File: src/rtl/sfa_pkg.sv
`timescale 1ns / 1ps
// ============================================================================
// sfa_pkg - shared types and constants of the six-axis event frame assembler
// Event codes, result kinds, group codes, field widths and beat structures.
// ============================================================================
package sfa_pkg;

   localparam int AXIS_COUNT  = 6;
   localparam int GROUP_SIZE  = 3;
   localparam int AXIS_W      = 17;
   localparam int AXIS_IDX_W  = 3;
   localparam int TYPE_W      = 5;
   localparam int CODE_W      = 10;
   localparam int VALUE_W     = 16;
   localparam int TIME_W      = 32;
   localparam int KIND_W      = 2;
   localparam int DZ_W        = 15;
   localparam int CSR_IDX_W   = 3;
   localparam int CSR_DATA_W  = 16;
   localparam int GROUP_W     = 2;

   // event types
   localparam logic [TYPE_W-1:0] EV_SYNC = 5'd0;
   localparam logic [TYPE_W-1:0] EV_KEY  = 5'd1;
   localparam logic [TYPE_W-1:0] EV_REL  = 5'd2;
   localparam logic [TYPE_W-1:0] EV_ABS  = 5'd3;

   // result kinds
   localparam logic [KIND_W-1:0] KIND_NONE    = 2'd0;
   localparam logic [KIND_W-1:0] KIND_MOTION  = 2'd1;
   localparam logic [KIND_W-1:0] KIND_PRESS   = 2'd2;
   localparam logic [KIND_W-1:0] KIND_RELEASE = 2'd3;

   // last group codes
   localparam logic [GROUP_W-1:0] GROUP_NONE  = 2'd0;
   localparam logic [GROUP_W-1:0] GROUP_TRANS = 2'd1;
   localparam logic [GROUP_W-1:0] GROUP_ROT   = 2'd2;

   // register indexes
   localparam logic [CSR_IDX_W-1:0] CSR_DEAD_ZONE = 3'd0;
   localparam logic [CSR_IDX_W-1:0] CSR_OFFSET_TX = 3'd1;
   localparam logic [CSR_IDX_W-1:0] CSR_OFFSET_RZ = 3'd6;

   typedef logic signed [AXIS_W-1:0]  axis_value_type;
   typedef logic signed [VALUE_W-1:0] offset_type;

   typedef struct packed {
      logic [TYPE_W-1:0]         ev_type;
      logic [CODE_W-1:0]         ev_code;
      logic signed [VALUE_W-1:0] ev_value;
      logic [TIME_W-1:0]         ev_time;
   } event_item_type;

   typedef struct packed {
      logic [KIND_W-1:0] kind;
      logic [CODE_W-1:0] code;
      logic [TIME_W-1:0] stamp;
   } result_head_type;

endpackage

File: src/rtl/sfa_axis_cond.sv
`timescale 1ns / 1ps
// ============================================================================
// sfa_axis_cond - axis conditioning
// Removes the rest offset, then trims the dead zone from the magnitude.
// ============================================================================
module sfa_axis_cond
   import sfa_pkg::*;
(
   input  logic signed [VALUE_W-1:0] raw_value,
   input  offset_type                offset,
   input  logic [DZ_W-1:0]           dead_zone,
   output axis_value_type            cond_value
);

   logic signed [AXIS_W:0] diff;
   logic signed [AXIS_W:0] dz_ext;
   logic signed [AXIS_W:0] trimmed;

   always_comb begin
      diff    = (AXIS_W+1)'(raw_value) - (AXIS_W+1)'(offset);
      dz_ext  = $signed({3'b000, dead_zone});
      if (diff >= 0) begin
         trimmed = diff - dz_ext;
         if (trimmed < 0) trimmed = '0;
      end else begin
         trimmed = diff + dz_ext;
         if (trimmed > 0) trimmed = '0;
      end
      cond_value = trimmed[AXIS_W-1:0];
   end

endmodule

File: src/rtl/sfa_frame_core.sv
`timescale 1ns / 1ps
// ============================================================================
// sfa_frame_core - frame state and result register
// Holds the axis store, masks and last group; registers one result per non-axis beat.
// ============================================================================
module sfa_frame_core
   import sfa_pkg::*;
(
   input  logic                  clock,
   input  logic                  reset,
   input  logic                  item_valid,
   input  event_item_type        item,
   output logic                  advance,
   input  logic [DZ_W-1:0]       dead_zone,
   input  offset_type            offsets [AXIS_COUNT],
   output logic                  rsp_valid,
   input  logic                  rsp_ready,
   output result_head_type       rsp_head,
   output axis_value_type        rsp_axes [AXIS_COUNT]
);

   axis_value_type              store_ff [AXIS_COUNT];
   axis_value_type              store_in [AXIS_COUNT];
   logic [AXIS_COUNT-1:0]       changed_ff, changed_in;
   logic [AXIS_COUNT-1:0]       received_ff, received_in;
   logic [GROUP_W-1:0]          group_ff, group_in;
   logic                        rsp_valid_ff, rsp_valid_in;
   result_head_type             head_ff, head_in;
   axis_value_type              axes_ff [AXIS_COUNT];

   logic                        axis_hit;
   logic [AXIS_IDX_W-1:0]       axis_idx;
   offset_type                  sel_offset;
   axis_value_type              cond_value;
   logic                        produce;

   assign axis_idx   = item.ev_code[AXIS_IDX_W-1:0];
   assign axis_hit   = (item.ev_code < CODE_W'(AXIS_COUNT));
   assign sel_offset = axis_hit ? offsets[axis_idx] : '0;

   sfa_axis_cond u_cond (
      .raw_value  (item.ev_value),
      .offset     (sel_offset),
      .dead_zone  (dead_zone),
      .cond_value (cond_value)
   );

   // stall only when a result is parked and not taken
   assign advance = item_valid && (!rsp_valid_ff || rsp_ready);

   always_comb begin
      store_in    = store_ff;
      changed_in  = changed_ff;
      received_in = received_ff;
      group_in    = group_ff;
      produce     = 1'b1;
      head_in     = '0;
      if (item.ev_type == EV_REL || item.ev_type == EV_ABS) begin
         produce = 1'b0;
         if (axis_hit) begin
            store_in[axis_idx]    = cond_value;
            received_in[axis_idx] = 1'b1;
            if (cond_value != '0) changed_in[axis_idx] = 1'b1;
         end
      end else if (item.ev_type == EV_KEY) begin
         head_in.kind  = (item.ev_value != '0) ? KIND_PRESS : KIND_RELEASE;
         head_in.code  = item.ev_code;
         head_in.stamp = item.ev_time;
      end else if (item.ev_type == EV_SYNC) begin
         head_in.kind  = (changed_ff != '0) ? KIND_MOTION : KIND_NONE;
         head_in.code  = CODE_W'(changed_ff);
         head_in.stamp = item.ev_time;
         priority if (received_ff[GROUP_SIZE-1:0] != '0) begin
            group_in = GROUP_TRANS;
         end else if (received_ff[AXIS_COUNT-1:GROUP_SIZE] != '0) begin
            group_in = GROUP_ROT;
         end else if (group_ff == GROUP_TRANS) begin
            for (int i = GROUP_SIZE; i < AXIS_COUNT; i++) store_in[i] = '0;
            group_in = GROUP_ROT;
         end else if (group_ff == GROUP_ROT) begin
            for (int i = 0; i < GROUP_SIZE; i++) store_in[i] = '0;
            group_in = GROUP_TRANS;
         end else begin
            // no group seen yet: nothing to zero
            group_in = group_ff;
         end
      end
      // other types: none result, zero code and time
      if (produce) begin
         changed_in  = '0;
         received_in = '0;
      end
   end

   always_comb begin
      rsp_valid_in = rsp_valid_ff;
      if (!rsp_valid_ff || rsp_ready) rsp_valid_in = advance && produce;
   end

   always_ff @(posedge clock) begin
      if (reset) begin
         for (int i = 0; i < AXIS_COUNT; i++) store_ff[i] <= '0;
         changed_ff   <= '0;
         received_ff  <= '0;
         group_ff     <= GROUP_NONE;
         rsp_valid_ff <= 1'b0;
      end else begin
         rsp_valid_ff <= rsp_valid_in;
         if (advance) begin
            store_ff    <= store_in;
            changed_ff  <= changed_in;
            received_ff <= received_in;
            group_ff    <= group_in;
         end
      end
   end

   always_ff @(posedge clock) begin
      if (advance && produce) begin
         head_ff <= head_in;
         axes_ff <= store_in;
      end
   end

   assign rsp_valid = rsp_valid_ff;
   assign rsp_head  = head_ff;
   assign rsp_axes  = axes_ff;

endmodule

File: src/rtl/six_axis_event_frame_assembler_top.sv
`timescale 1ns / 1ps
// ============================================================================
// six_axis_event_frame_assembler_top - six-axis event frame assembler
// Turns raw input event beats into key, motion and none result beats.
// ============================================================================
// Takes one event beat per clock. Each beat lands in an input register and
// then passes through the offset/dead-zone path and frame state into the
// result register; the block sustains one event per cycle and pauses only
// while a parked result waits for rsp_tready. Axis events (relative or
// absolute, axis 0..5) update the stored axis and the received/changed
// masks and give no result; axis numbers above five are dropped. Key events
// give press or release, sync gives motion (any axis changed) or none, and
// other types a none result with zero code and time. A sync with no axis
// received zeroes the opposite group of the one seen last. Every result
// carries all six stored axes. The user must write registers via csr_we
// only while idle; the block does not enforce it. Index 0 dead zone, 1..6
// offsets tx, ty, tz, rx, ry, rz; index 7 ignored.
// ============================================================================
module six_axis_event_frame_assembler_top
   import sfa_pkg::*;
(
   input  logic                    clock,
   input  logic                    reset,
   // input events
   input  logic                    req_tvalid,
   output logic                    req_tready,
   input  logic [63:0]             req_tdata,  // event_code[9:0], event_value[25:10],
                                               // event_time[57:26], zero pad
   input  logic [TYPE_W-1:0]       req_tuser,  // event_type[4:0]
   // results
   output logic                    rsp_tvalid,
   input  logic                    rsp_tready,
   output logic [143:0]            rsp_tdata,  // result_code[9:0], axis_tx[26:10],
                                               // axis_ty[43:27], axis_tz[60:44],
                                               // axis_rx[77:61], axis_ry[94:78],
                                               // axis_rz[111:95], result_time[143:112]
   output logic [KIND_W-1:0]       rsp_tuser,  // result_kind[1:0]
   // configuration
   input  logic                    csr_we,
   input  logic [CSR_IDX_W-1:0]    csr_index,
   input  logic [CSR_DATA_W-1:0]   csr_wdata
);

   // config registers
   logic [DZ_W-1:0]   dead_zone_ff;
   offset_type        offset_ff [AXIS_COUNT];

   // input register
   logic              in_valid_ff, in_valid_in;
   event_item_type    in_item_ff;
   logic              advance;

   result_head_type   head;
   axis_value_type    axes [AXIS_COUNT];

   always_ff @(posedge clock) begin
      if (reset) begin
         dead_zone_ff <= '0;
         for (int i = 0; i < AXIS_COUNT; i++) offset_ff[i] <= '0;
      end else if (csr_we) begin
         if (csr_index == CSR_DEAD_ZONE) begin
            dead_zone_ff <= csr_wdata[DZ_W-1:0];
         end else if (csr_index >= CSR_OFFSET_TX && csr_index <= CSR_OFFSET_RZ) begin
            offset_ff[csr_index - CSR_OFFSET_TX] <= csr_wdata;
         end
      end
   end

   // input stage refills in the same cycle it drains
   assign req_tready = !in_valid_ff || advance;

   always_comb begin
      in_valid_in = in_valid_ff;
      if (req_tready) in_valid_in = req_tvalid;
   end

   always_ff @(posedge clock) begin
      if (reset) begin
         in_valid_ff <= 1'b0;
      end else begin
         in_valid_ff <= in_valid_in;
      end
   end

   always_ff @(posedge clock) begin
      if (req_tvalid && req_tready) begin
         in_item_ff.ev_type  <= req_tuser;
         in_item_ff.ev_code  <= req_tdata[9:0];
         in_item_ff.ev_value <= req_tdata[25:10];
         in_item_ff.ev_time  <= req_tdata[57:26];
      end
   end

   sfa_frame_core u_core (
      .clock      (clock),
      .reset      (reset),
      .item_valid (in_valid_ff),
      .item       (in_item_ff),
      .advance    (advance),
      .dead_zone  (dead_zone_ff),
      .offsets    (offset_ff),
      .rsp_valid  (rsp_tvalid),
      .rsp_ready  (rsp_tready),
      .rsp_head   (head),
      .rsp_axes   (axes)
   );

   // pack result beat
   assign rsp_tuser = head.kind;
   assign rsp_tdata = {head.stamp, axes[5], axes[4], axes[3],
                       axes[2], axes[1], axes[0], head.code};

endmodule

File: config.mk
export PLATFORM = sky130hd
export DESIGN_NAME = six_axis_event_frame_assembler_top
export DESIGN_NICKNAME = d
export VERILOG_FILES = /design/src/rtl/sfa_pkg.sv /design/src/rtl/sfa_axis_cond.sv /design/src/rtl/sfa_frame_core.sv /design/src/rtl/six_axis_event_frame_assembler_top.sv
export SDC_FILE = /design/constraint.sdc
export NUM_CORES = 1
export LEC_CHECK = 0
export ABC_AREA = 1
export BUFFER_PORTS_ARGS = -buffer_cell sky130_fd_sc_hd__clkbuf_2
export CAP_MARGIN = 25
export CORE_MARGIN = 2
export CORE_UTILIZATION = 55
export DETAILED_ROUTE_END_ITERATION = 10
export PLACE_DENSITY = 0.87
export SYNTH_ARGS = -nofsm -noshare
export SYNTH_HDL_FRONTEND = slang
export SYNTH_SLANG_ARGS = --single-unit
File: constraint.sdc
create_clock -name clock -period 7.79 [get_ports clock]
set_clock_uncertainty 0.05 [all_clocks]
set_input_delay 0.3895 -clock clock [delete_from_list [all_inputs] [get_ports clock]]
set_output_delay 0.3895 -clock clock [all_outputs]
set_load 0.05 [all_outputs]
==> load_flow_metrics.sql <==
INSERT INTO impl_metrics (metric_group, metric, value, unit) VALUES
('timing', 'ratio_of_final_minimum_period_to_clock_period', '86.4', '%'),
('logic_synthesis', 'synth-seq-area-share', '52.4', '%'),
('worst_setup_path', 'rrSetupSlack', '1.06', 'ns'),
('logic_synthesis', 'synthDominantAreaCellType', 'sky130_fd_sc_hd__edfxtp_1', ''),
('power', 'power.share.clock', '38.8', '%'),
('logic_synthesis', 'syn_area', '20700', 'um^2'),
('drt', 'wirelength', '57.8', 'mm'),
('clock_tree', 'cts_max_path_buffers', '3', ''),
('logic_synthesis', 'yosys-mux-area-fraction', '0', '%'),
('timing', 'period_minus_slack', '6.73', 'ns'),
('timing', 'finalSetupViolCount', '0', ''),
('timing', 'unrepaired_setup_endpoints_after_global_routing', 'false', ''),
('finish', 'antenna_cells_inserted', '0', ''),
('clock_tree', 'tritoncts', 'yes', ''),
('logic_synthesis', 'netlist-cell-type-count', '46', ''),
('finish', 'final_net_count', '2820', ''),
('timing', 'tightest_slew', '1.03', 'ns'),
('clock_tree', 'cts_buffers', '45', ''),
('floorplanning', 'num_io_pins', '241', ''),
('drt', 'number_of_routed_nets_with_antenna_violations', '0', ''),
('drt', 'detailedRoute.firstIterationViolations', '1936', ''),
('logic_synthesis', 'synth_simple_gate_area_share', '13.1', '%'),
('global_routing', 'grt_first_pass_wirelength', '90.3', 'mm'),
('worst_setup_path', 'critical_path.top_delay_family', 'simple AND/OR/NAND/NOR gates', ''),
('global_routing', 'grt.overflow.total', '0', ''),
('place', 'hpwlAfterDp', '36.3', 'mm'),
('timing', 'drv_slew', '0', ''),
('logic_synthesis', 'yosysWarnings', '0', ''),
('power', 'total_power', '5.76', 'mW'),
('worst_setup_path', 'reg2reg_from', 'in_item_ff[48]$_DFFE_PP_', ''),
('worst_hold_path', 'hold_path_startpoint', 'req_tvalid', ''),
('place', 'globalplace.congestion', '0.884', ''),
('logic_synthesis', 'synth_top_area_share', '30.3', '%'),
('floorplanning', 'die-height', '198', 'um'),
('finish', 'drive_gt1_share', '14.8', '%'),
('worst_setup_path', 'crit_required', '8.20', 'ns'),
('power', 'power_switching_share', '28.4', '%'),
('drt', 'vias_per_cell', '5.77', ''),
('timing', 'setup_total_neg_slack', '0', 'ns'),
('clock_tree', 'cts_num_sinks', '438', ''),
('flow_run', 'drv_cap', '0', ''),
('clock_tree', 'htree_num_levels', '2', ''),
('logic_synthesis', 'gate_count_of_the_mapped_netlist', '2430', ''),
('finish', 'area_growth', '18.3', '%'),
('worst_setup_path', 'cp_data_arrival_time', '7.14', 'ns'),
('run_status', 'status', 'complete, no violations', ''),
('timing', 'max_freq', '149', 'MHz'),
('power', 'power_leakage', '10.7', 'nW'),
('timing', 'worst_slew_margin_rel', '31.3', '%'),
('power', 'cellPowerDensity', '235', 'nW/um^2'),
('clock_tree', 'cts.repair_timing.setup_buffer_count', '0', ''),
('timing', 'worst_hold_slack', '0.0805', 'ns'),
('worst_setup_path', 'cpMaxStageDelayCell', 'sky130_fd_sc_hd__fa_1', ''),
('worst_setup_path', 'cpPeakStageDelay', '0.43', 'ns'),
('worst_hold_path', 'hp-class', 'in -> reg', ''),
('logic_synthesis', 'most_area_consuming_cells_after_synthesis', 'sky130_fd_sc_hd__edfxtp_1 30%, sky130_fd_sc_hd__dfxtp_1 22%, sky130_fd_sc_hd__o21ai_0 7.7%', ''),
('logic_synthesis', 'synth_xor_xnor_area_share', '1.26', '%'),
('power', 'maximum_resistive_drop_on_vdd', '253', 'uV'),
('worst_setup_path', 'endpoint_kind', 'flip-flop', ''),
('floorplanning', 'design.core.area', '37400', 'um^2'),
('worst_setup_path', 'startpoint_type_of_the_worst_setup_path', 'flip-flop', ''),
('timing', 'hold_viol_final', '0', ''),
('power', 'cellInternalPower', '4.13', 'mW'),
('place', 'dp_cells', '3066', ''),
('clock_tree', 'clk_transition_reported_paths', '0.06', 'ns'),
('logic_synthesis', 'synth-adder-area-share', '3.55', '%'),
('global_routing', 'grt_max_degree', '123', ''),
('floorplanning', 'die_width', '198', 'um'),
('worst_setup_path', 'timing.critical_path.from', 'in_item_ff[48]$_DFFE_PP_', ''),
('worst_setup_path', 'crit_type', 'reg -> reg', ''),
('power', 'combinationalPowerShare', '16.3', '%');
power groups by stage:
stage,clock network [mW],logic (mW),registers (mW)
after global routing,2.35,1.01,2.60
after floorplan,0,0.470,2.78
final,2.23,0.937,2.59
after detailed placement,0,0.883,2.64
after global placement,0,0.859,2.63
after CTS,2.25,0.913,2.59
path summary, 6_finish.rpt:
path,cells past startpoint,to
max,37,u_core.store_ff[19]$_SDFFE_PP0P_
min,3,in_valid_ff$_SDFFE_PP0N_
max reg2reg,37,u_core.store_ff[19]$_SDFFE_PP0P_
min reg2reg,2,dead_zone_ff[0]$_SDFFE_PP0P_
placed cells by master (no fill, tap or decap), types with 11 or more instances in the layout:
cell / synthesis / layout
sky130_fd_sc_hd__nand2_2: 24 / 24
sky130_fd_sc_hd__nor2_1: 315 / 313
sky130_fd_sc_hd__dlygate4sd3_1: 0 / 63
sky130_fd_sc_hd__clkbuf_2: 0 / 233
sky130_fd_sc_hd__inv_2: 8 / 11
sky130_fd_sc_hd__o21ai_1: 22 / 22
sky130_fd_sc_hd__xor2_1: 20 / 20
sky130_fd_sc_hd__nand3_1: 69 / 69
sky130_fd_sc_hd__or2_2: 11 / 11
sky130_fd_sc_hd__ha_1: 54 / 54
sky130_fd_sc_hd__edfxtp_1: 209 / 209
sky130_fd_sc_hd__a21oi_1: 279 / 279
sky130_fd_sc_hd__nor3_1: 16 / 15
sky130_fd_sc_hd__inv_1: 345 / 341
sky130_fd_sc_hd__o31ai_1: 105 / 105
sky130_fd_sc_hd__buf_4: 1 / 28
sky130_fd_sc_hd__o21ai_0: 317 / 317
sky130_fd_sc_hd__o22ai_1: 14 / 14
sky130_fd_sc_hd__clkbuf_1: 124 / 11
sky130_fd_sc_hd__clkbuf_16: 0 / 49
sky130_fd_sc_hd__dfxtp_1: 229 / 229
sky130_fd_sc_hd__nand2_1: 175 / 174
per-stage QoR:
| step | util [%] | area [um^2] | setup slack (ns) |
|---|---|---|---|
| 6_report | 65.5 | 24500 | 1.06 |
| 3_5_place_dp | 59.5 | 22200 | 1.30 |
| 4_1_cts | 65.3 | 24400 | 1.15 |
| 3_3_place_gp | 59.4 | 22200 | 1.52 |
| 2_1_floorplan | - | 20700 | 2.30 |
| 5_1_grt | 65.5 | 24500 | 0.551 |
routing by layer:
layer	global-route usage [%]	share of wire, %	vias up
li1	-	-	8701
met2	49.0	48	1057
met1	36.2	38	8629
met4	14.1	4.5	0
met3	4.75	9.1	183
met5	0	0	-
timing repair:
| item | 4_1_cts | 5_1_grt |
|---|---|---|
| resized for setup | 0 | 0 |
| hold endpoints to repair | 63 | 0 |
| hold buffers | 63 | 0 |
cell families after synthesis:
| logic type | Yosys count |
|---|---|
| AO/OA/AOI/OAI | 774 |
| XOR/XNOR | 28 |
| adder cells (fa/ha/maj) | 57 |
| buffers and inverters | 491 |
| flip-flops | 438 |
| AND/OR/NAND/NOR | 642 |
Yosys cell counts, drive strengths merged:
| library cell | number |
|---|---|
| nor2 | 318 |
| o22ai | 14 |
| nand3b | 4 |
| nor4 | 7 |
| nand3 | 73 |
| buf | 13 |
| inv | 353 |
| xnor2 | 6 |
| o2111ai | 10 |
| edfxtp | 209 |
| ha | 54 |
| o21ai | 341 |
| nand2 | 199 |
| a211oi | 6 |
| o21bai | 5 |
| a21boi | 1 |
| a21oi | 281 |
| nor3 | 17 |
| or4 | 3 |
| xor2 | 22 |
| a31oi | 3 |
| o221ai | 3 |
| dfxtp | 229 |
| o211ai | 3 |
| o31ai | 105 |
| or2 | 11 |
| nand4 | 8 |
| clkinv | 1 |
| fa | 3 |
| clkbuf | 124 |
| or3 | 2 |
| a21o | 2 |
cell type report:
type | count | area (um^2)
clock buffers | 62 | 1290
clock inverters | 22 | 243
fillers | 2853 | 12900
inverters | 354 | 1330
multi-input cells | 1501 | 8010
flip-flops and latches | 438 | 10900
well taps | 511 | 639
repair buffers | 330 | 2130
state kept, by name (all words and copies together) (netlist names), 2 cells and up:
| register | count |
|---|---|
| u_core.rsp_axes | 102 |
| u_core.store_ff | 102 |
| offset_ff | 96 |
| in_item_ff | 63 |
| u_core.rsp_head | 44 |
| dead_zone_ff | 15 |
| u_core.changed_ff | 6 |
| u_core.received_ff | 6 |
| u_core.group_ff | 2 |
worst min-delay path: stages:
cell	delay (ns)
sky130_fd_sc_hd__clkbuf_2	0.09
sky130_fd_sc_hd__nand2_1	0.10
sky130_fd_sc_hd__a21oi_1	0.07
No activity file was read; power rests on OpenSTA's default activity.
